[src/design/anbs_pkg.sv]
// Shared widths, result item layout and queue interface types for the NAL unit splitter.
package anbs_pkg;

   localparam longint unsigned MAX_BUFFER_BYTES = 64'd16777216;
   localparam int POS_W = $clog2(MAX_BUFFER_BYTES + 64'd1);

   localparam int BYTE_W   = 8;
   localparam int OFFSET_W = 24;
   localparam int SIZE_W   = 25;
   localparam int PREFIX_W = 2;
   localparam int LIMIT_W  = 8;

   localparam logic [LIMIT_W-1:0] LIMIT_RESET = 8'd16;

   localparam logic [PREFIX_W-1:0] PRE_NONE  = 2'd0;
   localparam logic [PREFIX_W-1:0] PRE_THREE = 2'd1;
   localparam logic [PREFIX_W-1:0] PRE_FOUR  = 2'd2;

   // power of two, at least 2
   localparam int FIFO_DEPTH = 4;
   localparam int FIFO_IDX_W = $clog2(FIFO_DEPTH);
   localparam int FIFO_CNT_W = $clog2(FIFO_DEPTH + 1);

   typedef struct packed {
      logic [OFFSET_W-1:0] unit_offset;
      logic [SIZE_W-1:0]   unit_size;
      logic [PREFIX_W-1:0] prefix_length;
      logic                last_unit;
      logic                limit_hit;
   } result_type;

   typedef struct packed {
      logic [1:0] count;
      result_type first;
      result_type second;
   } push_type;

   typedef struct packed {
      logic nonempty;
      logic almost_full;
   } fifo_status_type;

endpackage

[src/design/annexb_nal_unit_splitter.sv]
// Top level of the Annex B NAL unit splitter.
// Bytes of an Annex B buffer enter on the req_ channel, one item per byte, with
// req_end_of_buffer set on the last byte. An item is taken on a clock edge with
// req_valid high and req_stall low. Each NAL unit found comes out on the rsp_
// channel as one item: payload offset, payload size, stripped prefix code,
// last_unit and limit_hit flags. A byte yields zero, one or two result items.
// Throughput is one byte per cycle while req_stall is low. A result item is
// written into a four-entry queue at the edge that takes its byte, then moves to
// the output register once it heads the queue and that register is free.
// req_stall goes high while fewer than two queue entries are free, which only
// happens when rsp_stall holds results back. csr_unit_limit is written through
// the csr_ channel, always ready, and is to be changed only while idle.
// Reset is synchronous: it empties the queue, drops rsp_valid, clears the
// per-buffer state and sets unit_limit to 16. req_stall is high during reset.
module annexb_nal_unit_splitter (
   input  logic                              clock,
   input  logic                              reset,
   input  logic                              req_valid,
   output logic                              req_stall,
   input  logic [anbs_pkg::BYTE_W-1:0]       req_data_byte,
   input  logic                              req_end_of_buffer,
   output logic                              rsp_valid,
   input  logic                              rsp_stall,
   output logic [anbs_pkg::OFFSET_W-1:0]     rsp_unit_offset,
   output logic [anbs_pkg::SIZE_W-1:0]       rsp_unit_size,
   output logic [anbs_pkg::PREFIX_W-1:0]     rsp_prefix_length,
   output logic                              rsp_last_unit,
   output logic                              rsp_limit_hit,
   input  logic                              csr_valid,
   output logic                              csr_ready,
   input  logic [anbs_pkg::LIMIT_W-1:0]      csr_unit_limit
);
   import anbs_pkg::*;

   push_type        push;
   fifo_status_type status;
   result_type      head;
   result_type      rsp_item;
   logic            pop;
   logic            req_accept;

   assign req_stall  = status.almost_full || reset;
   assign req_accept = req_valid && !req_stall;
   assign csr_ready  = 1'b1;

   anbs_parser u_parser (
      .clock          (clock),
      .reset          (reset),
      .accept         (req_accept),
      .data_byte      (req_data_byte),
      .end_of_buffer  (req_end_of_buffer),
      .csr_valid      (csr_valid && csr_ready),
      .csr_unit_limit (csr_unit_limit),
      .push           (push)
   );

   anbs_fifo u_fifo (
      .clock  (clock),
      .reset  (reset),
      .push   (push),
      .pop    (pop),
      .head   (head),
      .status (status)
   );

   anbs_out u_out (
      .clock     (clock),
      .reset     (reset),
      .head      (head),
      .status    (status),
      .rsp_stall (rsp_stall),
      .pop       (pop),
      .rsp_valid (rsp_valid),
      .rsp_item  (rsp_item)
   );

   assign rsp_unit_offset   = rsp_item.unit_offset;
   assign rsp_unit_size     = rsp_item.unit_size;
   assign rsp_prefix_length = rsp_item.prefix_length;
   assign rsp_last_unit     = rsp_item.last_unit;
   assign rsp_limit_hit     = rsp_item.limit_hit;

   // two items from one byte only when the buffer closes on it
   assert property (@(posedge clock) disable iff (reset)
      (req_accept && push.count == 2'd2) |-> req_end_of_buffer)
      else $error("two result items without buffer end");

   assert property (@(posedge clock) disable iff (reset)
      pop |-> status.nonempty)
      else $error("queue read while empty");

   assert property (@(posedge clock) disable iff (reset)
      (push.count != 2'd0) |=> status.nonempty)
      else $error("queue empty after a write");

   assert property (@(posedge clock) disable iff (reset)
      rsp_valid |-> (!rsp_limit_hit || rsp_last_unit))
      else $error("limit_hit on a unit not flagged last");

endmodule

[src/design/anbs_parser.sv]
// Front end: start code scan over the byte window, unit bookkeeping and result item generation.
module anbs_parser (
   input  logic                         clock,
   input  logic                         reset,
   input  logic                         accept,
   input  logic [anbs_pkg::BYTE_W-1:0]  data_byte,
   input  logic                         end_of_buffer,
   input  logic                         csr_valid,
   input  logic [anbs_pkg::LIMIT_W-1:0] csr_unit_limit,
   output anbs_pkg::push_type           push
);
   import anbs_pkg::*;

   localparam int HIST_BYTES   = 3;
   localparam int WIN_BYTES    = 4;
   localparam int SETTLE_STEPS = 5;
   localparam logic [POS_W-1:0] POS_MAX = POS_W'(MAX_BUFFER_BYTES);

   typedef enum logic [2:0] {
      PH_PREFIX = 3'b001,
      PH_BODY   = 3'b010,
      PH_DONE   = 3'b100
   } phase_type;

   logic [LIMIT_W-1:0]             limit_ff;
   logic [HIST_BYTES*BYTE_W-1:0]   hist_ff, hist_in;
   logic [1:0]                     hist_cnt_ff, hist_cnt_in;
   logic [POS_W-1:0]               pos_ff, pos_in;
   logic [POS_W-1:0]               start_ff, start_in;
   phase_type                      phase_ff, phase_in;
   logic [LIMIT_W-1:0]             units_ff, units_in;
   logic [PREFIX_W-1:0]            pre_ff, pre_in;

   logic [WIN_BYTES*BYTE_W-1:0]    win;
   logic [2:0]                     cnt;
   logic                           take;
   logic                           stop;
   logic                           emit;
   logic [2:0]                     emit_back;
   logic                           at_limit;
   logic                           start_set;
   logic [2:0]                     start_back;
   logic [POS_W-1:0]               emit_end;
   logic                           fin_valid;
   result_type                     emit_rec, fin_rec;

   always_comb begin
      win         = {BYTE_W'(0), hist_ff};
      cnt         = {1'b0, hist_cnt_ff};
      phase_in    = phase_ff;
      units_in    = units_ff;
      pre_in      = pre_ff;
      emit        = 1'b0;
      emit_back   = 3'd0;
      at_limit    = 1'b0;
      start_set   = 1'b0;
      start_back  = 3'd0;

      if (phase_in != PH_DONE && units_ff >= limit_ff) begin
         phase_in = PH_DONE;
         cnt      = 3'd0;
      end
      take   = accept && phase_in != PH_DONE && pos_ff < POS_MAX;
      pos_in = pos_ff + POS_W'(take);
      if (take) begin
         win[cnt[1:0]*BYTE_W +: BYTE_W] = data_byte;
         cnt = cnt + 3'd1;
      end

      stop = !take;
      for (int it = 0; it < SETTLE_STEPS; it++) begin
         if (!stop) begin
            case (phase_in)
               PH_PREFIX: begin
                  if ((cnt >= 3'd1 && win[7:0] != 8'd0) ||
                      (cnt >= 3'd2 && win[15:8] != 8'd0)) begin
                     start_set  = 1'b1;
                     start_back = cnt;
                     pre_in     = PRE_NONE;
                     phase_in   = PH_BODY;
                  end else if (cnt < 3'd3) begin
                     stop = 1'b1;
                  end else if (win[23:16] == 8'd1) begin
                     win        = win >> (3 * BYTE_W);
                     cnt        = cnt - 3'd3;
                     start_set  = 1'b1;
                     start_back = cnt;
                     pre_in     = PRE_THREE;
                     phase_in   = PH_BODY;
                  end else if (win[23:16] > 8'd1) begin
                     start_set  = 1'b1;
                     start_back = cnt;
                     pre_in     = PRE_NONE;
                     phase_in   = PH_BODY;
                  end else if (cnt < 3'd4) begin
                     stop = 1'b1;
                  end else if (win[31:24] == 8'd1) begin
                     win        = win >> (4 * BYTE_W);
                     cnt        = 3'd0;
                     start_set  = 1'b1;
                     start_back = 3'd0;
                     pre_in     = PRE_FOUR;
                     phase_in   = PH_BODY;
                  end else begin
                     // leading zero of a zero run: skip it
                     win = win >> BYTE_W;
                     cnt = cnt - 3'd1;
                  end
               end
               PH_BODY: begin
                  if (cnt < 3'd3) begin
                     stop = 1'b1;
                  end else if (win[7:0] == 8'd0 && win[15:8] == 8'd0 &&
                               win[23:16] <= 8'd1) begin
                     emit      = 1'b1;
                     emit_back = cnt;
                     at_limit  = ({1'b0, units_in} + 9'd1) >= {1'b0, limit_ff};
                     units_in  = units_in + 8'd1;
                     if (at_limit) begin
                        phase_in = PH_DONE;
                        cnt      = 3'd0;
                        stop     = 1'b1;
                     end else begin
                        phase_in = PH_PREFIX;
                     end
                  end else begin
                     win = win >> BYTE_W;
                     cnt = cnt - 3'd1;
                  end
               end
               default: begin
                  cnt  = 3'd0;
                  stop = 1'b1;
               end
            endcase
         end
      end

      start_in = start_set ? pos_in - POS_W'(start_back) : start_ff;

      // a unit closed in this step was opened in an earlier one
      emit_end               = pos_in - POS_W'(emit_back);
      emit_rec.unit_offset   = OFFSET_W'(start_ff);
      emit_rec.unit_size     = SIZE_W'(emit_end - start_ff);
      emit_rec.prefix_length = pre_ff;
      emit_rec.last_unit     = at_limit;
      emit_rec.limit_hit     = at_limit;

      fin_valid              = 1'b0;
      fin_rec.unit_offset    = OFFSET_W'(start_in);
      fin_rec.unit_size      = SIZE_W'(pos_in - start_in);
      fin_rec.prefix_length  = pre_in;
      fin_rec.last_unit      = 1'b1;
      fin_rec.limit_hit      = 1'b0;
      if (accept && end_of_buffer) begin
         case (phase_in)
            PH_PREFIX: begin
               if (cnt == 3'd3) begin
                  // zero run at buffer end keeps two zero bytes
                  fin_valid           = 1'b1;
                  fin_rec.unit_offset = OFFSET_W'(pos_in - POS_W'(2));
                  fin_rec.unit_size   = SIZE_W'(2);
                  fin_rec.prefix_length = PRE_NONE;
               end else if (cnt != 3'd0) begin
                  fin_valid           = 1'b1;
                  fin_rec.unit_offset = OFFSET_W'(pos_in - POS_W'(cnt));
                  fin_rec.unit_size   = SIZE_W'(cnt);
                  fin_rec.prefix_length = PRE_NONE;
               end
            end
            PH_BODY: fin_valid = 1'b1;
            default: fin_valid = 1'b0;
         endcase
      end

      hist_in     = win[HIST_BYTES*BYTE_W-1:0];
      hist_cnt_in = cnt[1:0];

      push.count  = 2'(emit) + 2'(fin_valid);
      push.first  = emit ? emit_rec : fin_rec;
      push.second = fin_rec;
   end

   always_ff @(posedge clock) begin
      if (reset) begin
         limit_ff    <= LIMIT_RESET;
         hist_ff     <= '0;
         hist_cnt_ff <= 2'd0;
         pos_ff      <= '0;
         start_ff    <= '0;
         phase_ff    <= PH_PREFIX;
         units_ff    <= '0;
         pre_ff      <= PRE_NONE;
      end else begin
         if (csr_valid) begin
            limit_ff <= csr_unit_limit;
         end
         if (accept) begin
            if (end_of_buffer) begin
               hist_ff     <= '0;
               hist_cnt_ff <= 2'd0;
               pos_ff      <= '0;
               start_ff    <= '0;
               phase_ff    <= PH_PREFIX;
               units_ff    <= '0;
               pre_ff      <= PRE_NONE;
            end else begin
               hist_ff     <= hist_in;
               hist_cnt_ff <= hist_cnt_in;
               pos_ff      <= pos_in;
               start_ff    <= start_in;
               phase_ff    <= phase_in;
               units_ff    <= units_in;
               pre_ff      <= pre_in;
            end
         end
      end
   end

endmodule

[src/design/anbs_fifo.sv]
// Result item queue: up to two writes and one read per cycle.
module anbs_fifo (
   input  logic                      clock,
   input  logic                      reset,
   input  anbs_pkg::push_type        push,
   input  logic                      pop,
   output anbs_pkg::result_type      head,
   output anbs_pkg::fifo_status_type status
);
   import anbs_pkg::*;

   result_type            mem_ff [FIFO_DEPTH];
   logic [FIFO_IDX_W-1:0] wr_ptr_ff, wr_ptr_in;
   logic [FIFO_IDX_W-1:0] rd_ptr_ff, rd_ptr_in;
   logic [FIFO_CNT_W-1:0] count_ff, count_in;
   logic [FIFO_IDX_W-1:0] wr_next;

   assign wr_next   = wr_ptr_ff + FIFO_IDX_W'(1);
   assign wr_ptr_in = wr_ptr_ff + FIFO_IDX_W'(push.count);
   assign rd_ptr_in = rd_ptr_ff + FIFO_IDX_W'(pop);
   assign count_in  = count_ff + FIFO_CNT_W'(push.count) - FIFO_CNT_W'(pop);

   assign head               = mem_ff[rd_ptr_ff];
   assign status.nonempty    = count_ff != '0;
   assign status.almost_full = count_ff > FIFO_CNT_W'(FIFO_DEPTH - 2);

   always_ff @(posedge clock) begin
      if (push.count != 2'd0) begin
         mem_ff[wr_ptr_ff] <= push.first;
      end
      if (push.count == 2'd2) begin
         mem_ff[wr_next] <= push.second;
      end
   end

   always_ff @(posedge clock) begin
      if (reset) begin
         wr_ptr_ff <= '0;
         rd_ptr_ff <= '0;
         count_ff  <= '0;
      end else begin
         wr_ptr_ff <= wr_ptr_in;
         rd_ptr_ff <= rd_ptr_in;
         count_ff  <= count_in;
      end
   end

endmodule

[src/design/anbs_out.sv]
// Back end: output register that drains the queue onto the result channel.
module anbs_out (
   input  logic                      clock,
   input  logic                      reset,
   input  anbs_pkg::result_type      head,
   input  anbs_pkg::fifo_status_type status,
   input  logic                      rsp_stall,
   output logic                      pop,
   output logic                      rsp_valid,
   output anbs_pkg::result_type      rsp_item
);
   import anbs_pkg::*;

   logic       rsp_valid_ff, rsp_valid_in;
   result_type rsp_item_ff;
   logic       open;

   assign open         = !rsp_valid_ff || !rsp_stall;
   assign pop          = open && status.nonempty;
   assign rsp_valid_in = open ? status.nonempty : rsp_valid_ff;

   always_ff @(posedge clock) begin
      if (reset) begin
         rsp_valid_ff <= 1'b0;
      end else begin
         rsp_valid_ff <= rsp_valid_in;
      end
   end

   always_ff @(posedge clock) begin
      if (pop) begin
         rsp_item_ff <= head;
      end
   end

   assign rsp_valid = rsp_valid_ff;
   assign rsp_item  = rsp_item_ff;

endmodule

[config.mk]
export PLATFORM = sky130hd
export DESIGN_NAME = annexb_nal_unit_splitter
export DESIGN_NICKNAME = d
export VERILOG_FILES = /design/src/design/anbs_pkg.sv /design/src/design/annexb_nal_unit_splitter.sv /design/src/design/anbs_parser.sv /design/src/design/anbs_fifo.sv /design/src/design/anbs_out.sv
export SDC_FILE = /design/constraint.sdc
export NUM_CORES = 1
export LEC_CHECK = 0
export BUFFER_PORTS_ARGS = -buffer_cell sky130_fd_sc_hd__clkbuf_2
export CORE_ASPECT_RATIO = 1.5
export CORE_UTILIZATION = 64
export CTS_CLUSTER_SIZE = 40
export DETAILED_ROUTE_END_ITERATION = 10
export PLACE_DENSITY = 0.91
export SLEW_MARGIN = 10
export SYNTH_ARGS = -nofsm -noshare
export SYNTH_HDL_FRONTEND = slang
export SYNTH_HIERARCHICAL = 1
export SYNTH_SLANG_ARGS = --single-unit
export TNS_END_PERCENT = 5
[constraint.sdc]
create_clock -name clock -period 57.9 [get_ports clock]
set_input_delay 2.895 -clock clock [delete_from_list [all_inputs] [get_ports clock]]
set_output_delay 2.895 -clock clock [all_outputs]
set_load 0.1 [all_outputs]
==> results of run 1 <==
## routing by layer
| layer | GRT overflow | GRT usage |
|---|---|---|
| met5 | 0 | 0.0295 |
| met4 | 10 | 0.613 |
| met3 | 1 | 0.296 |
| met2 | 6 | 0.859 |
| met1 | 1 | 0.607 |
## through the flow
stage	instances	hold slack [ns]
CTS	4194	0.509
floorplan	3534	0.458
global placement	4138	0.475
detailed placement	4138	0.490
## cell families after synthesis
logic type	share of synthesized area
AOI/OAI and AO/OA	0.217
xor gates and xnor gates	0.0456
adders and majority gates	0.0662
buffers and inverters	0.0485
DFF	0.316
muxes	0.130
other	0.000354
and+or+nand+nor	0.176
==> reports/results.txt, run 1 <==
Cell with the most instances after synthesis: nor2_1
Synth warn: 6
First-pass GRT wire length: 223000 µm
Die X: 184 µm
RePlAce Congestion: 1.13
Initial core utilization: 0.652
Post-CTS Resized: 0
Post-synth top area cell: edfxtp_1
Largest net degree at the start of global routing: 81
Total track usage: 0.595
CTS Sinks: 370
Largest cells by area after synthesis: edfxtp_1 25%, mux2_2 7.3%, dfxtp_1 6.6%
Placed Area: 0.0327 mm²
Setup WS pre-CTS: 36.47 ns
Post-synth EDFFs: 265
Ys async rst share: 0
Synth Instances: 3534
Number of global-route vias before repair: 34000
Half-perimeter wire length after placement: 98500 µm
Cell Area, Synth: 0.0318 mm²
H-tree Lvls: 1
Max clock buf depth: 3
Synth top area share: 0.250
Die span in y: 275 µm
Synth top cells by count: 357 x nor2_1, 308 x nand2_1, 265 x edfxtp_1, 246 x a21oi_1, 207 x mux2_2
Status: aborted with a tool error
Syn Area/Cell: 9.00 µm²
Total CTS buffers: 31
Clock root cell: clkbuf_16
Post-CTS Setup Repair Bufs: 0
Hold-fix buffers at CTS: 0
# port buffers: 76
Distinct cells, synth: 126
Flop and latch count out of synthesis: 370
Row cnt: 99
Post-synthesis sequential area ratio: 0.316
Net Count, Synth: 3717
Stopped at: global routing (5_1_grt)
GRT overflow: 18
Error: [ERROR GRT-0116] Global routing finished with congestion. Check the congestion regions in the DRC Viewer.
Top_reg_cell synth: edfxtp_1
I/O pin total: 78
==> run 2, diff against run 1 <==
--- a/config.mk
+++ b/config.mk
@@ -6,11 +6,9 @@
 export NUM_CORES = 1
 export LEC_CHECK = 0
 export BUFFER_PORTS_ARGS = -buffer_cell sky130_fd_sc_hd__clkbuf_2
-export CORE_ASPECT_RATIO = 1.5
-export CORE_UTILIZATION = 64
-export CTS_CLUSTER_SIZE = 40
+export CORE_UTILIZATION = 40
 export DETAILED_ROUTE_END_ITERATION = 10
-export PLACE_DENSITY = 0.91
+export PLACE_DENSITY_LB_ADDON = 0.15
 export SLEW_MARGIN = 10
 export SYNTH_ARGS = -nofsm -noshare
 export SYNTH_HDL_FRONTEND = slang
==> reports/results.txt, run 2 <==
Status: finished, final reports clean
Via density: 6.35
Top_reg_cell synth: edfxtp_1
Post-synthesis sequential area ratio: 0.316 (unchanged)
Hold Vio Cnt, Final: 0
Ys async rst share: 0 (unchanged)
Net Count, Synth: 3717 (unchanged)
Die area: 0.0807 mm²
Critical path launch point type: input pin
# port buffers: 76 (unchanged)
Max-slew violations: 0
I/O pin total: 78 (unchanged)
Part of the power in registers: 0.290
Post-CTS Resized: 0 (unchanged)
H-tree Lvls: 2 (+1)
Crit path DAT: 21.76 ns
Cell Area, Synth: 0.0318 mm² (unchanged)
Synth top area share: 0.250 (unchanged)
First-pass GRT wire length: 180000 µm
Avg WL per Cell: 25.9 µm
Ant diodes: 0
Max clock buf depth: 3 (unchanged)
Final Net Count: 3699
Largest cells by area after synthesis: edfxtp_1 25%, mux2_2 7.3%, dfxtp_1 6.6%
Synth warn: 6 (unchanged)
Register area: 0.0101 mm²
CTS Sinks: 370 (unchanged)
Worst Path Max Fanout: 80
Commonest non-fill, non-tap cell in the layout: nor2_1
Non-Filler Instances: 4597
Hold-fix buffers at CTS: 0 (unchanged)
Die X: 284 µm (+54%)
Critical path required time: 58.08 ns
Total CTS buffers: 40 (+29%)
Sw Pwr: 537 µW
Final min period: 21.58 ns
Clock root cell: clkbuf_16
Peak Freq: 0.0463 GHz
RePlAce Congestion: 1.00 (-11%)
CP max stage delay: 0.85 ns
Commonest non-fill, non-tap cells in the layout: 353 x nor2_1, 308 x nand2_1, 265 x edfxtp_1
Hold Path Class: flip-flop to flip-flop
Half-perimeter wire length after placement: 88300 µm (-10%)
Largest reg by FF count: u_fifo/mem_ff
Dpl cells: 4524 (+9.3%)
Clock power frac: 0.228
PwrDens: 33.2 mW/mm²
FILL cells: 7890
Synth top cells by count: 357 x nor2_1, 308 x nand2_1, 265 x edfxtp_1, 246 x a21oi_1, 207 x mux2_2
Clk_lat worst skew: 0.57 ns
# Max-Cap Violations: 0
Leak pwr: 0.0131 µW
Initial antenna violation count: 1
RSZ-0062 raised after global routing: no
Period utilization: 0.373
DRT Pass-1 Iters: 9
Synth Instances: 3534 (unchanged)
Number of global-route vias before repair: 27900
Internal power: 606 µW
Final wirelength: 119000 µm
Maximum vdd drop: 0.0000229 V
Core area: 0.0789 mm²
Fin Clk Skew: 0.0199 ns
Max FFs per register: 212
Switching portion of total power: 0.470
DRT antenna net count: 0
Fin Setup TNS: 0 ns
Total track usage: 0.289
Post-synth top area cell: edfxtp_1
Layout cell share with drive strength beyond 1: 0.169
Synth-to-Final Area Change: 8.45%
Setup CP Type: input pin to flip-flop
CTS tree: done
CP endpoint kind: flip-flop
GRT overflow: 0
Final setup fails: 0
Row cnt: 103 (+4.0%)
Initial DRC count: 3230
Flop and latch count out of synthesis: 370 (unchanged)
Relative slew slack: 0.268
Worst-Margin Slew: 1.09 ns
Syn Area/Cell: 9.00 µm² (unchanged)
Post-synth EDFFs: 265 (unchanged)
Via Count: 29200
Die span in y: 284 µm (+3.3%)
Worst path slowest cell: or4_1
Final Core Density: 0.437
Placed Area: 0.0332 mm² (+1.4%)
Multi-input gate area: 0.0203 mm²
Largest net degree at the start of global routing: 81
Distinct cells, synth: 126 (unchanged)
Number of remaining DRC errors: 0
Worst-path clk slew: 0.06 ns
Combinational Power Share: 0.482
Initial core utilization: 0.403 (-0.249)
Post-CTS Setup Repair Bufs: 0 (unchanged)
Cell with the most instances after synthesis: nor2_1
Design area: 0.0345 mm²
==> run 2: path summary, 6_finish.rpt <==
kind | start | endpoint | slack (ns) | cells after the start
min reg2reg | u_parser/limit_ff[6] | u_parser/limit_ff[6] | 0.50 | 2
min | u_parser/limit_ff[6] | u_parser/limit_ff[6] | 0.50 | 2
max reg2reg | u_parser/limit_ff[5] | u_fifo/mem_ff[2][45] | 36.85 | 62
max | reset | u_fifo/mem_ff[2][45] | 36.32 | 64
==> run 2: power by group through the flow <==
stage / clock, µW / sequential, µW / combinational, µW
final: 261 / 331 / 552
after global routing: 277 / 334 / 579
after CTS: 268 / 332 / 544
after detailed placement: 0 / 338 / 542
after global placement: 0 / 338 / 547
after floorplan: 0 / 477 / 277
==> run 2: metrics by stage <==
stage / total power [µW] / hold WS (ns) / setup WS, ns
after floorplan: 754 / 0.458 / 38.62
after global placement: 885 / 0.478 / 35.83
after detailed placement: 879 / 0.487 / 35.89
after CTS: 1140 / 0.504 / 36.38
after global routing: 1190 / 0.524 / 35.15
final: 1140 / 0.504 / 36.32
==> run 2: metal layers <==
| layer | up-vias | global-route usage | routed length [µm] |
|---|---|---|---|
| met5 | - | 0 | 13 |
| met4 | 2 | 0.153 | 7320 |
| li1 | 13300 | - | - |
| met2 | 1503 | 0.472 | 54300 |
| met1 | 14000 | 0.371 | 48700 |
| met3 | 387 | 0.0371 | 8830 |
==> run 2: cell families (layout without fill, tap and decap cells) <==
logic type      Yosys count  after routing  share of synthesized area
compound gates         1000           1000                      0.217
xor+xnor                162            162                     0.0456
fa+ha+maj               165            165                     0.0662
buf+inv                 361            374                     0.0485
flops                   370            370                      0.316
mux                     312            312                      0.130
other cells               3              3                   0.000354
simple gates           1161           1161                      0.176
==> run 2: cell type report <==
class,instances,share of cell area
clock buffers,53,0.0323
clock inverters,20,0.00587
well taps,1050,0.0381
repair buffers,144,0.0258
multi-input cells,2803,0.589
flip-flops and latches,370,0.292
inverters,157,0.0171
==> run 2: worst max-delay path: cells and delay by family <==
| kind | cells | cell delay, ns |
|---|---|---|
| buffers and inverters | 11 | 2.86 |
| muxes | 2 | 0.40 |
| and+or+nand+nor | 20 | 6.34 |
| adders and majority gates | 6 | 2.03 |
| AOI/OAI and AO/OA | 20 | 5.60 |
| xor gates and xnor gates | 5 | 1.46 |
Note: power is estimated with default switching activity, not from simulation.
